File: src/hdl/crm_pkg.sv
// crm_pkg: shared constants, types and helper functions of the combined
// rotate-multiply generator; used by every module under hdl
package crm_pkg;

    localparam int unsigned WordW = 32;
    localparam int unsigned CntW  = 5;

    localparam logic [WordW-1:0] MulX   = 32'd2911329625;
    localparam logic [WordW-1:0] MulY   = 32'd4031235431;
    localparam logic [WordW-1:0] SubZ   = 32'd3286325185;
    localparam logic [WordW-1:0] SeedOfsX = 32'd4027999010;
    localparam logic [WordW-1:0] SeedOfsY = 32'd3993266363;
    localparam logic [WordW-1:0] SeedOfsZ = 32'd3605298456;
    localparam logic [CntW-1:0]  LastBit  = 5'd31;

    typedef enum logic [1:0] {
        CMD_SEED  = 2'd0,
        CMD_RAW   = 2'd1,
        CMD_RANGE = 2'd2,
        CMD_SPAN  = 2'd3
    } t_cmd;

    typedef enum logic [1:0] {
        ST_IDLE,
        ST_STEP,
        ST_DIV,
        ST_DONE
    } t_state;

    typedef struct packed {
        logic             start;
        logic             load;
        logic [WordW-1:0] seed;
    } t_step_req;

    typedef struct packed {
        logic             start;
        logic [WordW-1:0] dividend;
        logic [WordW-1:0] divisor;
    } t_div_req;

    function automatic logic [WordW-1:0] rotl17(input logic [WordW-1:0] v);
        return {v[14:0], v[31:15]};
    endfunction

    function automatic logic [WordW-1:0] rotl15(input logic [WordW-1:0] v);
        return {v[16:0], v[31:17]};
    endfunction

    function automatic logic [WordW-1:0] rotl19(input logic [WordW-1:0] v);
        return {v[12:0], v[31:13]};
    endfunction

endpackage

File: src/hdl/crm_step.sv
// crm_step: generator state and bit-serial step, one multiplier bit per cycle
// depends on crm_pkg
module crm_step (
    input  logic                  i_clk,
    input  logic                  i_rst_n,
    input  crm_pkg::t_step_req    i_req,
    output logic                  o_done,
    output logic [31:0]           o_word
);
    import crm_pkg::*;

    logic [WordW-1:0] r_x, r_y, r_z;
    logic [WordW-1:0] r_sx, r_sy, r_ax, r_ay;
    logic [WordW-1:0] n_ax, n_ay;
    logic [CntW-1:0]  r_cnt;
    logic             r_busy;
    logic             r_done;

    // shift-add, multiplier msb first
    always_comb begin
        n_ax = {r_ax[WordW-2:0], 1'b0} + (r_sx[WordW-1] ? MulX : '0);
        n_ay = {r_ay[WordW-2:0], 1'b0} + (r_sy[WordW-1] ? MulY : '0);
    end

    always_ff @(posedge i_clk) begin
        if (!i_rst_n) begin
            r_x    <= SeedOfsX;
            r_y    <= SeedOfsY;
            r_z    <= SeedOfsZ;
            r_cnt  <= '0;
            r_busy <= 1'b0;
            r_done <= 1'b0;
        end else begin
            r_done <= 1'b0;
            if (i_req.load) begin
                r_x <= {11'd0, i_req.seed[20:0]} + SeedOfsX;
                r_y <= {13'd0, i_req.seed[25:7]} + SeedOfsY;
                r_z <= {13'd0, i_req.seed[31:13]} + SeedOfsZ;
            end else if (i_req.start) begin
                r_cnt  <= '0;
                r_busy <= 1'b1;
            end else if (r_busy) begin
                r_cnt <= r_cnt + 1'b1;
                if (r_cnt == LastBit) begin
                    r_x    <= rotl17(~n_ax);
                    r_y    <= rotl15(n_ay);
                    r_z    <= SubZ - rotl19(r_z);
                    r_busy <= 1'b0;
                    r_done <= 1'b1;
                end
            end
        end
    end

    always_ff @(posedge i_clk) begin
        if (i_req.start) begin
            r_sx <= r_x;
            r_sy <= r_y;
            r_ax <= '0;
            r_ay <= '0;
        end else if (r_busy) begin
            r_sx <= {r_sx[WordW-2:0], 1'b0};
            r_sy <= {r_sy[WordW-2:0], 1'b0};
            r_ax <= n_ax;
            r_ay <= n_ay;
        end
    end

    assign o_done = r_done;
    assign o_word = (r_x + r_y) ^ r_z;

endmodule

File: src/hdl/crm_div.sv
// crm_div: radix-2 restoring remainder unit, one dividend bit per cycle
// depends on crm_pkg
module crm_div (
    input  logic                  i_clk,
    input  logic                  i_rst_n,
    input  crm_pkg::t_div_req     i_req,
    output logic                  o_done,
    output logic [31:0]           o_rem
);
    import crm_pkg::*;

    logic [WordW-1:0] r_q, r_rem, r_d;
    logic [WordW:0]   w_trial;
    logic [WordW:0]   w_diff;
    logic [WordW-1:0] n_rem;
    logic [CntW-1:0]  r_cnt;
    logic             r_busy;
    logic             r_done;

    always_comb begin
        w_trial = {r_rem, r_q[WordW-1]};
        w_diff  = w_trial - {1'b0, r_d};
        n_rem   = w_diff[WordW] ? w_trial[WordW-1:0] : w_diff[WordW-1:0];
    end

    always_ff @(posedge i_clk) begin
        if (!i_rst_n) begin
            r_cnt  <= '0;
            r_busy <= 1'b0;
            r_done <= 1'b0;
        end else begin
            r_done <= 1'b0;
            if (i_req.start) begin
                r_cnt  <= '0;
                r_busy <= 1'b1;
            end else if (r_busy) begin
                r_cnt <= r_cnt + 1'b1;
                if (r_cnt == LastBit) begin
                    r_busy <= 1'b0;
                    r_done <= 1'b1;
                end
            end
        end
    end

    always_ff @(posedge i_clk) begin
        if (i_req.start) begin
            r_q   <= i_req.dividend;
            r_d   <= i_req.divisor;
            r_rem <= '0;
        end else if (r_busy) begin
            r_q   <= {r_q[WordW-2:0], 1'b0};
            r_rem <= n_rem;
        end
    end

    assign o_done = r_done;
    assign o_rem  = r_rem;

endmodule

File: src/hdl/combined_rotate_multiply_rng.sv
// combined_rotate_multiply_rng: top level, command sequencer and output register
// depends on crm_pkg, crm_step, crm_div
//
//  channel  | dir | tdata                                   | tuser
//  s_axis   | in  | seed[31:0] range[63:32] min[95:64] max[127:96] | command[1:0]
//  m_axis   | out | random_value[31:0]                      | -
//
// seed, zero range and empty bounds: no step, the sequencer goes from idle straight to done
// raw: the step unit runs its bit-serial multiply, then the sequencer goes to done
// range and min-max: step, then the remainder unit unless the span wraps to zero
// one item at a time; the next item is taken while a result waits in r_out
// synchronous active-low reset reloads the seed-zero state
module combined_rotate_multiply_rng (
    input  logic          i_clk,
    input  logic          i_rst_n,
    input  logic          s_axis_tvalid,
    output logic          s_axis_tready,
    // seed_value, range_count, min_value, max_value
    input  logic [127:0]  s_axis_tdata,
    // command
    input  logic [1:0]    s_axis_tuser,
    output logic          m_axis_tvalid,
    input  logic          m_axis_tready,
    // random_value
    output logic [31:0]   m_axis_tdata
);
    import crm_pkg::*;

    t_state           r_state, n_state;
    t_step_req        w_step_req;
    t_div_req         w_div_req;
    t_cmd             w_cmd;
    logic             w_accept;
    logic             w_direct;
    logic [WordW-1:0] w_direct_res;
    logic [WordW-1:0] w_span;
    logic             w_step_done, w_div_done;
    logic [WordW-1:0] w_word, w_rem;
    logic             w_out_free;
    logic [WordW-1:0] w_seed, w_cnt, w_lo, w_hi;

    logic [WordW-1:0] r_mod, r_lo, r_res, r_out;
    logic             r_do_div;
    logic             r_m_valid;

    assign w_seed = s_axis_tdata[31:0];
    assign w_cnt  = s_axis_tdata[63:32];
    assign w_lo   = s_axis_tdata[95:64];
    assign w_hi   = s_axis_tdata[127:96];
    assign w_cmd  = t_cmd'(s_axis_tuser);
    assign w_span = w_hi - w_lo + 1'b1;

    assign s_axis_tready = (r_state == ST_IDLE);
    assign w_accept      = s_axis_tvalid && s_axis_tready;
    assign w_out_free    = !r_m_valid || m_axis_tready;

    // commands that finish without stepping
    always_comb begin
        w_direct     = 1'b0;
        w_direct_res = '0;
        unique case (w_cmd)
            CMD_SEED:  w_direct = 1'b1;
            CMD_RAW:   w_direct = 1'b0;
            CMD_RANGE: w_direct = (w_cnt == '0);
            CMD_SPAN: begin
                w_direct     = (w_lo >= w_hi);
                w_direct_res = w_lo;
            end
            default:   w_direct = 1'b1;
        endcase
    end

    always_comb begin
        n_state = r_state;
        unique case (r_state)
            ST_IDLE: if (w_accept) n_state = w_direct ? ST_DONE : ST_STEP;
            ST_STEP: if (w_step_done) n_state = r_do_div ? ST_DIV : ST_DONE;
            ST_DIV:  if (w_div_done) n_state = ST_DONE;
            ST_DONE: if (w_out_free) n_state = ST_IDLE;
            default: n_state = ST_IDLE;
        endcase
    end

    always_comb begin
        w_step_req.start    = 1'b0;
        w_step_req.load     = 1'b0;
        w_step_req.seed     = w_seed;
        w_div_req.start     = 1'b0;
        w_div_req.dividend  = w_word;
        w_div_req.divisor   = r_mod;
        unique case (r_state)
            ST_IDLE: begin
                w_step_req.load  = w_accept && (w_cmd == CMD_SEED);
                w_step_req.start = w_accept && !w_direct;
            end
            ST_STEP: w_div_req.start = w_step_done && r_do_div;
            ST_DIV:  ;
            ST_DONE: ;
            default: ;
        endcase
    end

    crm_step u_step (
        .i_clk   (i_clk),
        .i_rst_n (i_rst_n),
        .i_req   (w_step_req),
        .o_done  (w_step_done),
        .o_word  (w_word)
    );

    crm_div u_div (
        .i_clk   (i_clk),
        .i_rst_n (i_rst_n),
        .i_req   (w_div_req),
        .o_done  (w_div_done),
        .o_rem   (w_rem)
    );

    always_ff @(posedge i_clk) begin
        if (!i_rst_n) begin
            r_state   <= ST_IDLE;
            r_m_valid <= 1'b0;
        end else begin
            r_state <= n_state;
            if (r_state == ST_DONE && w_out_free) begin
                r_m_valid <= 1'b1;
            end else if (m_axis_tready) begin
                r_m_valid <= 1'b0;
            end
        end
    end

    always_ff @(posedge i_clk) begin
        if (w_accept) begin
            r_res <= w_direct_res;
            if (w_cmd == CMD_RANGE) begin
                r_mod    <= w_cnt;
                r_lo     <= '0;
                r_do_div <= 1'b1;
            end else if (w_cmd == CMD_SPAN) begin
                r_mod    <= w_span;
                r_lo     <= (w_span != '0) ? w_lo : '0;
                r_do_div <= (w_span != '0);
            end else begin
                r_mod    <= w_cnt;
                r_lo     <= '0;
                r_do_div <= 1'b0;
            end
        end else if (r_state == ST_STEP && w_step_done) begin
            r_res <= w_word;
        end else if (r_state == ST_DIV && w_div_done) begin
            r_res <= r_lo + w_rem;
        end
        if (r_state == ST_DONE && w_out_free) begin
            r_out <= r_res;
        end
    end

    assign m_axis_tvalid = r_m_valid;
    assign m_axis_tdata  = r_out;

    a_step_done_in_step: assert property (@(posedge i_clk) disable iff (!i_rst_n)
        w_step_done |-> r_state == ST_STEP)
        else $error("step finished outside step state");

    a_div_done_in_div: assert property (@(posedge i_clk) disable iff (!i_rst_n)
        w_div_done |-> r_state == ST_DIV)
        else $error("remainder finished outside divide state");

    a_accept_leaves_idle: assert property (@(posedge i_clk) disable iff (!i_rst_n)
        w_accept |=> r_state != ST_IDLE)
        else $error("accepted item left sequencer idle");

    a_done_holds: assert property (@(posedge i_clk) disable iff (!i_rst_n)
        (r_state == ST_DONE && r_m_valid && !m_axis_tready) |=> r_state == ST_DONE)
        else $error("result dropped while output register full");

endmodule

File: config.mk
export PLATFORM = sky130hd
export DESIGN_NAME = combined_rotate_multiply_rng
export DESIGN_NICKNAME = d
export VERILOG_FILES = /design/src/hdl/crm_pkg.sv /design/src/hdl/crm_step.sv /design/src/hdl/crm_div.sv /design/src/hdl/combined_rotate_multiply_rng.sv
export SDC_FILE = /design/constraint.sdc
export NUM_CORES = 1
export LEC_CHECK = 0
export BUFFER_PORTS_ARGS = -buffer_cell sky130_fd_sc_hd__buf_2
export CAP_MARGIN = 30
export CORE_MARGIN = 2
export CORE_UTILIZATION = 44
export DETAILED_ROUTE_END_ITERATION = 8
export SLEW_MARGIN = 20
export SYNTH_ARGS = -nofsm -noshare
export SYNTH_HDL_FRONTEND = slang
export SYNTH_SLANG_ARGS = --single-unit
File: constraint.sdc
create_clock -name i_clk -period 4.1 [get_ports i_clk]
set_input_delay 0.41 -clock i_clk [delete_from_list [all_inputs] [get_ports i_clk]]
set_output_delay 0.41 -clock i_clk [all_outputs]
set_load 0.01 [all_outputs]
# [Word-level counts from Yosys, hierarchy flattened]
# Cells that the tools add are included.
[word_totals] regBits=464 input_bits=134 out_inout_bits=34 word_cells=135
[op_classes] n_addsub=13 magnitude_cmp=1 eq_ne=13 n_mux=50 bitwise_logic=8 n_reduce_logical=27
[op_table] cell="2-to-1 mux 32 bit" n=27
[op_table] cell="adder 32 bit" n=4
[op_table] cell="subtractor 33 x 32 -> 33 bit" n=1
[op_table] cell="adder 20 x 31 -> 32 bit (second input constant)" n=1
[op_table] cell="adder 32 x 1 -> 32 bit (second input constant)" n=1
[op_table] cell="greater-or-equal comparator 32 bit" n=1
[op_table] cell="logical NOT 32 bit" n=1
[op_table] cell="inverter 32 bit" n=1
[op_table] cell="nonzero test 32 bit" n=1
[op_table] cell="subtractor 32 bit" n=1
[op_table] cell="subtractor 32 bit (first input constant)" n=1
[op_table] cell="XOR 32 bit" n=1
[op_table] cell="adder 20 x 30 -> 31 bit (second input constant)" n=1
[op_table] cell="adder 22 x 29 -> 30 bit (second input constant)" n=1
[op_table] cell="2-to-1 mux 1 bit" n=13
[op_table] cell="2-to-1 mux 2 bit" n=6
[op_table] cell="adder 5 x 1 -> 5 bit (second input constant)" n=2
[op_table] cell="equality test 5 bit (second input constant)" n=2
[op_table] cell="2-to-1 mux 5 bit" n=2
[op_table] cell="nonzero test 2 bit" n=5
[op_table] cell="equality test 2 bit (second input constant)" n=4
[op_table] cell="one-hot mux 2 bit (4 select lines)" n=1
[op_table] cell="logical AND 1 bit" n=7
[op_table] cell="inequality test 2 x 1 -> 1 bit (second input constant)" n=3
[op_table] cell="other kinds (14)" n=24

# [Longest topological paths before layout]
# Gate-level depths: netlist (run 1).
[logic_depth] depth_word=7 mapped_depth=16 mapped_depth_nobuf=15

# [Hierarchy]
# A second synthesis (run 1) with hierarchy kept.
[hier_totals] cells_unflattened=3260 area_unflattened_um2=30539.3
[modules_own_cells] module="crm_step" instances=1 cells_each=1579 area_each_um2=14089.8 seq_area_each_um2=5225.0
[modules_own_cells] module="combined_rotate_multiply_rng" instances=1 cells_each=1109 area_each_um2=10371.2 seq_area_each_um2=3933.8
[modules_own_cells] module="crm_div" instances=1 cells_each=572 area_each_um2=6078.3 seq_area_each_um2=2702.6

# [Least setup slack after synthesis (run 1)]
# No wires, ideal clock.
[synth_path] path_type="input port to flip-flop" from="in s_axis_tdata[69]" to="reg u_step.r_sx[0], enable pin" setup_time_ns=0.424 arrival_ns=3.565 required_time_ns=3.676 path_slack_ns=0.112 cell_stages=10 path_buffers=1 cell_sequence="inv_1 -> ha_1 -> o211a_1 -> a22o_1 -> a211oi_1 -> a211oi_1 -> nor3_1 -> nand2_1 -> clkbuf_1 -> nand2_1"
[synth_via] elab_chain_len=6
[synth_lines] element="from (decl)" line="combined_rotate_multiply_rng.sv:19" rtl="input logic [127:0] s_axis_tdata,"
[synth_lines] element="greater-or-equal comparator 32 bit" line="combined_rotate_multiply_rng.sv:66" rtl="w_direct = (w_lo >= w_hi);"
[synth_lines] element="one-hot mux 1 bit (4 select lines)" line="combined_rotate_multiply_rng.sv:61" rtl="unique case (w_cmd)"
[synth_lines] element="logical NOT 1 bit" line="combined_rotate_multiply_rng.sv:94" rtl="w_step_req.start = w_accept && !w_direct;"
[synth_lines] element="logical AND 1 bit" line="combined_rotate_multiply_rng.sv:94"
[synth_lines] element="2-to-1 mux 2 bit" line="combined_rotate_multiply_rng.sv:91" rtl="unique case (r_state)"
[synth_lines] element="nonzero test 2 bit (no line)"
[synth_lines] element="to (signal assigned)" line="crm_step.sv:57" rtl="r_sx <= r_x;"
[synth_lines] element="to (signal assigned)" line="crm_step.sv:62" rtl="r_sx <= {r_sx[WordW-2:0], 1'b0};"
[synth_lines] element="to (decl)" line="crm_step.sv:13" rtl="logic [WordW-1:0] r_sx, r_sy, r_ax, r_ay;"
# No other way between the ends.
# A chain may end at the register's enable or synchronous reset.

# [Worst setup path in the final report (run 1)]
[layout_path] from="in s_axis_tdata[65]" to="reg r_lo[2] (data pin)"
[layout_via] elab_chain_len=5
[layout_lines] element="subtractor 32 bit" line="combined_rotate_multiply_rng.sv:51" rtl="assign w_span = w_hi - w_lo + 1'b1;"
[layout_lines] element="adder 32 x 1 -> 32 bit" line="combined_rotate_multiply_rng.sv:51"
[layout_lines] element="nonzero test 32 bit" line="combined_rotate_multiply_rng.sv:142" rtl="r_lo <= (w_span != '0) ? w_lo : '0;"
[layout_lines] element="inverter 1 bit (no line)"
[layout_lines] element="OR reduction 3 bit (no line)"
[layout_lines] element="to (signal assigned)" line="combined_rotate_multiply_rng.sv:142"
[layout_lines] element="to (decl)" line="combined_rotate_multiply_rng.sv:42" rtl="logic [WordW-1:0] r_mod, r_lo, r_res, r_out;"
# No other way between the ends.

==> reports/qor.yml, run 1 <==
dr.first_iter.drc_count: 2559
seq_power_share_pct: 36.6
place_area_mm2: 0.0335
synth.avg_cell_area_um2: 8.93
ys_top_cells_by_area: "edfxtp_1 26%, dfxtp_1 14%, ha_1 9.7%"
die_height_um: 266
synth_fa_ha_area_share_pct: 10.1
outcome: "finished clean"
holdPathEnd: "u_step.r_x[0]"
relSlewSlack_pct: 40.7
cts-root-buf: "clkbuf_16"
place_congestion: 0.955
postLayoutCoreUtil_pct: 52.4
holdCritStartpoint: "s_axis_tdata[0]"
synth_edf_count: 257
synth_top_area_share_pct: 25.6
drt_wl_total_um: 101000
power.density_mw_per_mm2: 538
fin_setup_tns_ns: 0
hold_depth: 3
final_hold_viol_count: 0
core-area_mm2: 0.0675
clock_latency_ns: 0.60
area_growth_pct: 17.4
p_comb_share_pct: 36.9
routedWlPerCell_um: 21.9
initial_utilization_pct: 44.7
rsz0062_at_grt: "false"
ir_drop_v: 0.000517
cp.required_ns: 4.43
fmax_mhz: 252
cellLeakagePower_nw: 14.8
postCtsHoldBufs: 0
synth-main-ff-cell: "edfxtp_1"
setup_viol: 0
worstSetupPathType: "input pin to flop"
final_max_slew_viol_count: 0
skew_ns: 0.0214
numPortBuffers: 167
final_net_count: 4050
crit_slowest_cell: "nor4_1"
synth_top_area_cell: "edfxtp_1"
fin_area_mm2: 0.0354
cp.buffers_inverters: 5
setup_ws_ns: 0.137
arrival_ns: 4.29
grt_usage_pct: 28.2
async_reset_ff_share_pct: 0
endpoint_kind: "flop"
vias_per_cell: 5.77
instances_no_fill: 4600
p_clk_share_pct: 26.5
critical_path.max_fanout: 32
ant_nets: 0
synth-xor-area-share_pct: 7.41
die_w_um: 266
drive_above_1_share_pct: 15.5
hold_class: "input pin to flop"
antenna_found_initial: 10
cts_tree: "done"
first_global_vias: 24600
synth_nets: 3751
ys_seq_area_share_pct: 39.3
rr_endpoint: "r_res[30]"
rows: 95
finalCritPeriodShare_pct: 96.7
die_area_mm2: 0.0706
synth_cell_types: 87
yosysWarnings: 0
p_sw_mw: 7.04
r2r_cells: 12
hold_slack_ns: 0.0453
grt_first_pass_wirelength_um: 152000
grt_max_degree: 80
first_pass_iters: 6
drc: 0
cts_made_buffers: 54
synth-seq-cells: 464
synth_compound_area_share_pct: 18.7
preCtsSetupSlack_ns: -0.661
swShare_pct: 37.0
synth.area.mux_share_pct: 2.61
dr_total_vias: 26500
cts.path.max_buffers: 3
io_pins: 168
synth_top_family_by_area: "compound AO/OA/AOI/OAI gates"
cts.htree.levels: 2
regToRegSetupSlack_ns: 0.25
place_hpwl_um: 79200
period_needed_ns: 3.96
tightestPinTransition_ns: 0.880
worstPathCellList: "buf_2 > ha_1 > inv_1 > ha_1 > inv_1 > fa_1 > nand2b_1 > a211oi_4 > o2111ai_1 > a31oi_1 > nand3_1 > nor4_1 > buf_4 > nand4b_1 > nor4_4 > buf_12 > nor3_1"
dp_cells: 4493
synth_cells: 3378
cp.depth: 17
overflow: 0
synth-simple-area-share_pct: 17.9
p_total_mw: 19.0
reg2reg_from: "u_step.r_x[0]"
cp-start-kind: "input pin"
drv_cap: 0
netlist_area_mm2: 0.0301
crit_path_max_incr_delay_ns: 0.47
p_int_mw: 12.0
cp_top_family: "simple AND/OR/NAND/NOR gates"
cts.sinks: 464
cts.clk_slew.worst_paths_ns: 0.06
cell families (layout without fill, tap and decap cells):
kind of cell,after synthesis,in the layout
simple gates,1161,1161
fa+ha+maj,239,239
buf+inv,308,652
compound gates,874,874
mux,77,77
flops,464,464
xor+xnor,255,255
other cells,0,5
per-layer routing:
| metal | part of all wire [%] | wire [µm] | global-route usage, % |
|---|---|---|---|
| met1 | 48 | 48000 | 43.3 |
| met5 | 0.012 | 12 | 0 |
| met2 | 40 | 39900 | 38.3 |
| met4 | 2.2 | 2200 | 6.48 |
| met3 | 11 | 10800 | 8.15 |
cells in the final DEF (no fill, tap or decap), drive strengths merged, types with 12 or more instances in the layout:
| master | netlist | routed |
|---|---|---|
| or2 | 13 | 13 |
| a21oi | 218 | 218 |
| a22oi | 13 | 13 |
| inv | 150 | 153 |
| mux2i | 65 | 65 |
| dfxtp | 207 | 207 |
| nor3 | 84 | 84 |
| mux2 | 12 | 12 |
| clkinv | 0 | 14 |
| o21a | 25 | 25 |
| nor2 | 247 | 247 |
| a311oi | 13 | 13 |
| o21ai | 224 | 224 |
| nor2b | 30 | 30 |
| edfxtp | 257 | 257 |
| ha | 233 | 233 |
| nand3 | 77 | 77 |
| and2 | 12 | 12 |
| nand2 | 521 | 521 |
| and3 | 26 | 26 |
| a31oi | 32 | 32 |
| o21bai | 15 | 15 |
| nand4 | 36 | 36 |
| a211oi | 67 | 67 |
| xor2 | 87 | 87 |
| a211o | 15 | 15 |
| buf | 23 | 401 |
| nand2b | 32 | 32 |
| a21o | 71 | 71 |
| or3 | 13 | 13 |
| xnor2 | 168 | 168 |
| o211ai | 46 | 46 |
| clkbuf | 135 | 74 |
| nor4 | 24 | 24 |
| o31ai | 13 | 13 |
layout make-up:
cell class,count,area (µm²)
diodes,5,12.5
clock buffers,74,1540
clock inverters,27,317
fillers,6339,32100
inverters,150,564
multi-input cells,2606,17200
flip-flops and latches,464,11900
well taps,873,1090
repair buffers,401,2800
cell usage after synthesis, drive strengths merged (7+ instances only):
cell type	number
o31ai	13
o211ai	46
mux2	12
a31o	7
nand3b	11
nand2b	32
o21ai	224
ha	233
a2bb2oi	11
a211oi	67
or2	13
a22oi	13
a311oi	13
nor4	24
nand2	521
nor2b	30
mux2i	65
clkbuf	135
nand3	77
a221oi	8
xor2	87
and3	26
xnor2	168
o22ai	8
inv	150
a31oi	32
edfxtp	257
nor3b	7
nor2	247
and2	12
nor3	84
buf	23
o21a	25
dfxtp	207
or3	13
a21oi	218
o21bai	15
and4	11
a21o	71
a22o	11
a211o	15
nand4	36
repair_timing:
item / CTS / global route
resized for setup: 1 / 1
buffers inserted: 0 / 0
endpoints found under the setup margin: 32 / 19
power groups by stage:
| stage | registers, mW | logic [mW] | clock network [mW] |
|---|---|---|---|
| after global placement | 7.00 | 6.83 | 0 |
| after detailed placement | 7.03 | 6.87 | 0 |
| after global routing | 7.07 | 7.69 | 5.31 |
| final | 6.96 | 7.01 | 5.05 |
| after CTS | 6.94 | 6.92 | 5.13 |
| after floorplan | 6.78 | 4.58 | 0 |
worst min-delay path: stages:
cell     delay [ns]
buf_2          0.10
nand2_1        0.05
a21oi_1        0.05
worst max path at each step:
stage	startpoint	slack (ns)	end
5_1_grt	s_axis_tdata[65]	0.002	r_lo[0]
3_3_place_gp	s_axis_tdata[65]	-0.68	r_lo[2]
6_report	s_axis_tdata[65]	0.14	r_lo[2]
3_5_place_dp	s_axis_tdata[65]	-0.66	r_lo[2]
2_1_floorplan	s_axis_tdata[69]	0.11	u_step.r_sx[0]
4_1_cts	s_axis_tdata[65]	0.18	r_lo[2]
Note: power is estimated with default switching activity, not from simulation.
==> run 2, diff against run 1 <==
SYNTH_HIERARCHICAL = 1   (was unset)
==> run 2 against run 1 <==
Effect of this change: global-route usage decreased by 0.28 points; cell count down 0.93%; synthesized cell count is 3.5% lower; clock skew increased by 0.011 ns; largest cell class unchanged; hold slack worse by 0.0034 ns; sequential share of layout area fell by 0.47 points; register-to-register slack worse by 0.03 ns; critical endpoint is now r_lo[7]; critical path depth increased by 1.
==> reports/qor.yml, run 2 <==
p_clk_share_pct: 25.9
io_pins: 168
cts_made_buffers: 54
cp.required_ns: 4.46
synth-simple-area-share_pct: 14.8
finalCritPeriodShare_pct: 95.8
numPortBuffers: 167
rows: 96
overflow: 0
hold_depth: 3
layout_commonest_cell: "nand2_1"
r2r_cells: 15
final_max_slew_viol_count: 0
p_comb_share_pct: 40.2
die_w_um: 267
drt_wl_total_um: 102000
setup_viol: 0
reg2reg_from: "u_step/r_x[0]"
cp-start-kind: "input pin"
final_hold_viol_count: 0
routedWlPerCell_um: 22.3
cts.path.max_buffers: 3
final_net_count: 3944
synth_nets: 3628
synth_top_family_by_area: "compound AO/OA/AOI/OAI gates"
critical_path.max_fanout: 30
grt_usage_pct: 27.9
n_fill_cell: 6486
yosysMostFrequentCell: "nand2_1"
postLayoutCoreUtil_pct: 52.2
clock_latency_ns: 0.64
holdCritStartpoint: "s_axis_tdata[0]"
grt_max_degree: 86
antenna_found_initial: 4
synth.avg_cell_area_um2: 9.37
place_hpwl_um: 79800
period_needed_ns: 3.93
postCtsHoldBufs: 0
seq_power_share_pct: 34.0
power.density_mw_per_mm2: 569
ant_nets: 0
synth_fa_ha_area_share_pct: 9.87
dr.first_iter.drc_count: 2323
synth-xor-area-share_pct: 7.96
synth.area.mux_share_pct: 5.47
cts.htree.levels: 2
fmax_mhz: 255
cts-root-buf: "clkbuf_16"
drv_cap: 0
ys_seq_area_share_pct: 38.8
synth_commonest_cells: "337 x nand2_1, 257 x edfxtp_1, 254 x nor2_1, 228 x a21oi_1, 228 x ha_1"
core-area_mm2: 0.0687
hold_class: "input pin to flop"
die_area_mm2: 0.0715
worstSetupPathType: "input pin to flop"
endpoint_kind: "flop"
arrival_ns: 4.29
relSlewSlack_pct: 34.2
synth_edf_count: 257
yosysWarnings: 6
place_congestion: 0.978
synth_cell_types: 110
synth_top_area_share_pct: 25.3
rsz0062_at_grt: "false"
multiInputGateArea_mm2: 0.0175
dr_total_vias: 26200
synth-main-ff-cell: "edfxtp_1"
seq_area_mm2: 0.0119
cp-startpoint: "s_axis_tdata[64]"
first_pass_iters: 5
ys_top_cells_by_area: "edfxtp_1 25%, dfxtp_1 14%, ha_1 9.3%"
swShare_pct: 37.8
outcome: "finished clean"
cts.sinks: 464
tightestPinTransition_ns: 0.983
skew_ns: 0.0319
p_total_mw: 20.4
p_int_mw: 12.7
synth_compound_area_share_pct: 18.7
grt_first_pass_wirelength_um: 152000
synth_cells: 3260
cellLeakagePower_nw: 15.0
p_sw_mw: 7.73
synth-seq-cells: 464
initial_utilization_pct: 44.4
area_growth_pct: 17.5
async_reset_ff_share_pct: 0
netlist_area_mm2: 0.0305
synth_top_area_cell: "edfxtp_1"
vias_per_cell: 5.74
first_global_vias: 24900
die_height_um: 267
layout_common_cells: "336 x nand2_1, 257 x edfxtp_1, 254 x nor2_1, 228 x a21oi_1, 228 x ha_1"
ir_drop_v: 0.000385
cts_tree: "done"
drc: 0
cts.clk_slew.worst_paths_ns: 0.06
drive_above_1_share_pct: 19.7
[run 2: changes by cell type after synthesis, sizes merged, moves of 28 or more]
cell / delta
nor2: +38
nor3: -31
o21ai: -33
nand2: -184
a211oi: +28
mux2: +82
[run 2: area by class of cell]
cell class / count / area share, %
Antenna cell: 4 / 0.0279
Clock buffer: 61 / 3.98
Clock inverter: 41 / 1.47
Inverter: 165 / 1.75
Multi-Input combinational cell: 2484 / 48.6
Sequential cell: 464 / 33.1
Tap cell: 931 / 3.25
Timing Repair Buffer: 407 / 7.83
[run 2: power by group through the flow]
stage | Sequential, mW | Combinational (mW) | Clock (mW)
final | 6.93 | 8.20 | 5.29
after global routing | 7.03 | 8.91 | 5.55
after CTS | 6.92 | 8.08 | 5.38
after detailed placement | 7.00 | 8.02 | 0
after global placement | 6.98 | 7.88 | 0
after floorplan | 6.78 | 5.47 | 0
[run 2: final timing paths]
check / end / slack, ns
min reg2reg: u_div/r_d[15] / 0.41
max reg2reg: r_res[30] / 0.22
max: r_lo[7] / 0.17
min: u_step/r_x[0] / 0.04
[run 2: cells by family after synthesis]
logic type	after synthesis
and+or+nand+nor	961
AOI/OAI and AO/OA	855
muxes	155
buffers and inverters	312
DFF	464
xor gates and xnor gates	275
adders and majority gates	238
[run 2: timing repair]
item | 4_1_cts | 5_1_grt
gates cloned | 0 | 0
setup buffers | 0 | 3
pin swaps | 0 | 3
endpoints found under the setup margin | 1 | 37
gates resized for setup | 1 | 8
[run 2: routing by layer]
metal  vias to the layer above  part of all wire, %  GRT usage [%]
li1                      12400                    -              -
met1                     12700                   47           40.5
met2                       917                   44           42.7
met3                       138                  6.7           4.46
met4                         0                  2.6           7.97
met5                         -                    0              0
[run 2: per-stage QoR]
step,hold slack [ns],worst slack (ns),area (µm²),setup TNS [ns],cells
detailed placement,0.405,-0.643,33800,-54.09,4447
global route,0.0868,0.0156,35900,0,4555
global placement,0.404,-0.519,33800,-38.02,4446
CTS,0.00953,0.0370,35800,0,4549
finish,0.0420,0.172,35900,0,4557
floorplan,0.400,0.230,30500,0,3260
[run 2: critical path, cell delays in order]
cell        delay, ns
buf_2            0.20
clkinvlp_4       0.23
ha_1             0.25
ha_1             0.19
buf_4            0.13
and3_4           0.15
o31ai_4          0.36
a2111oi_4        0.15
buf_4            0.16
nor3_1           0.18
buf_4            0.16
o31ai_1          0.09
a21oi_1          0.21
xor2_1           0.39
nand3_2          0.21
o41ai_4          0.43
buf_12           0.29
nor2_2           0.06
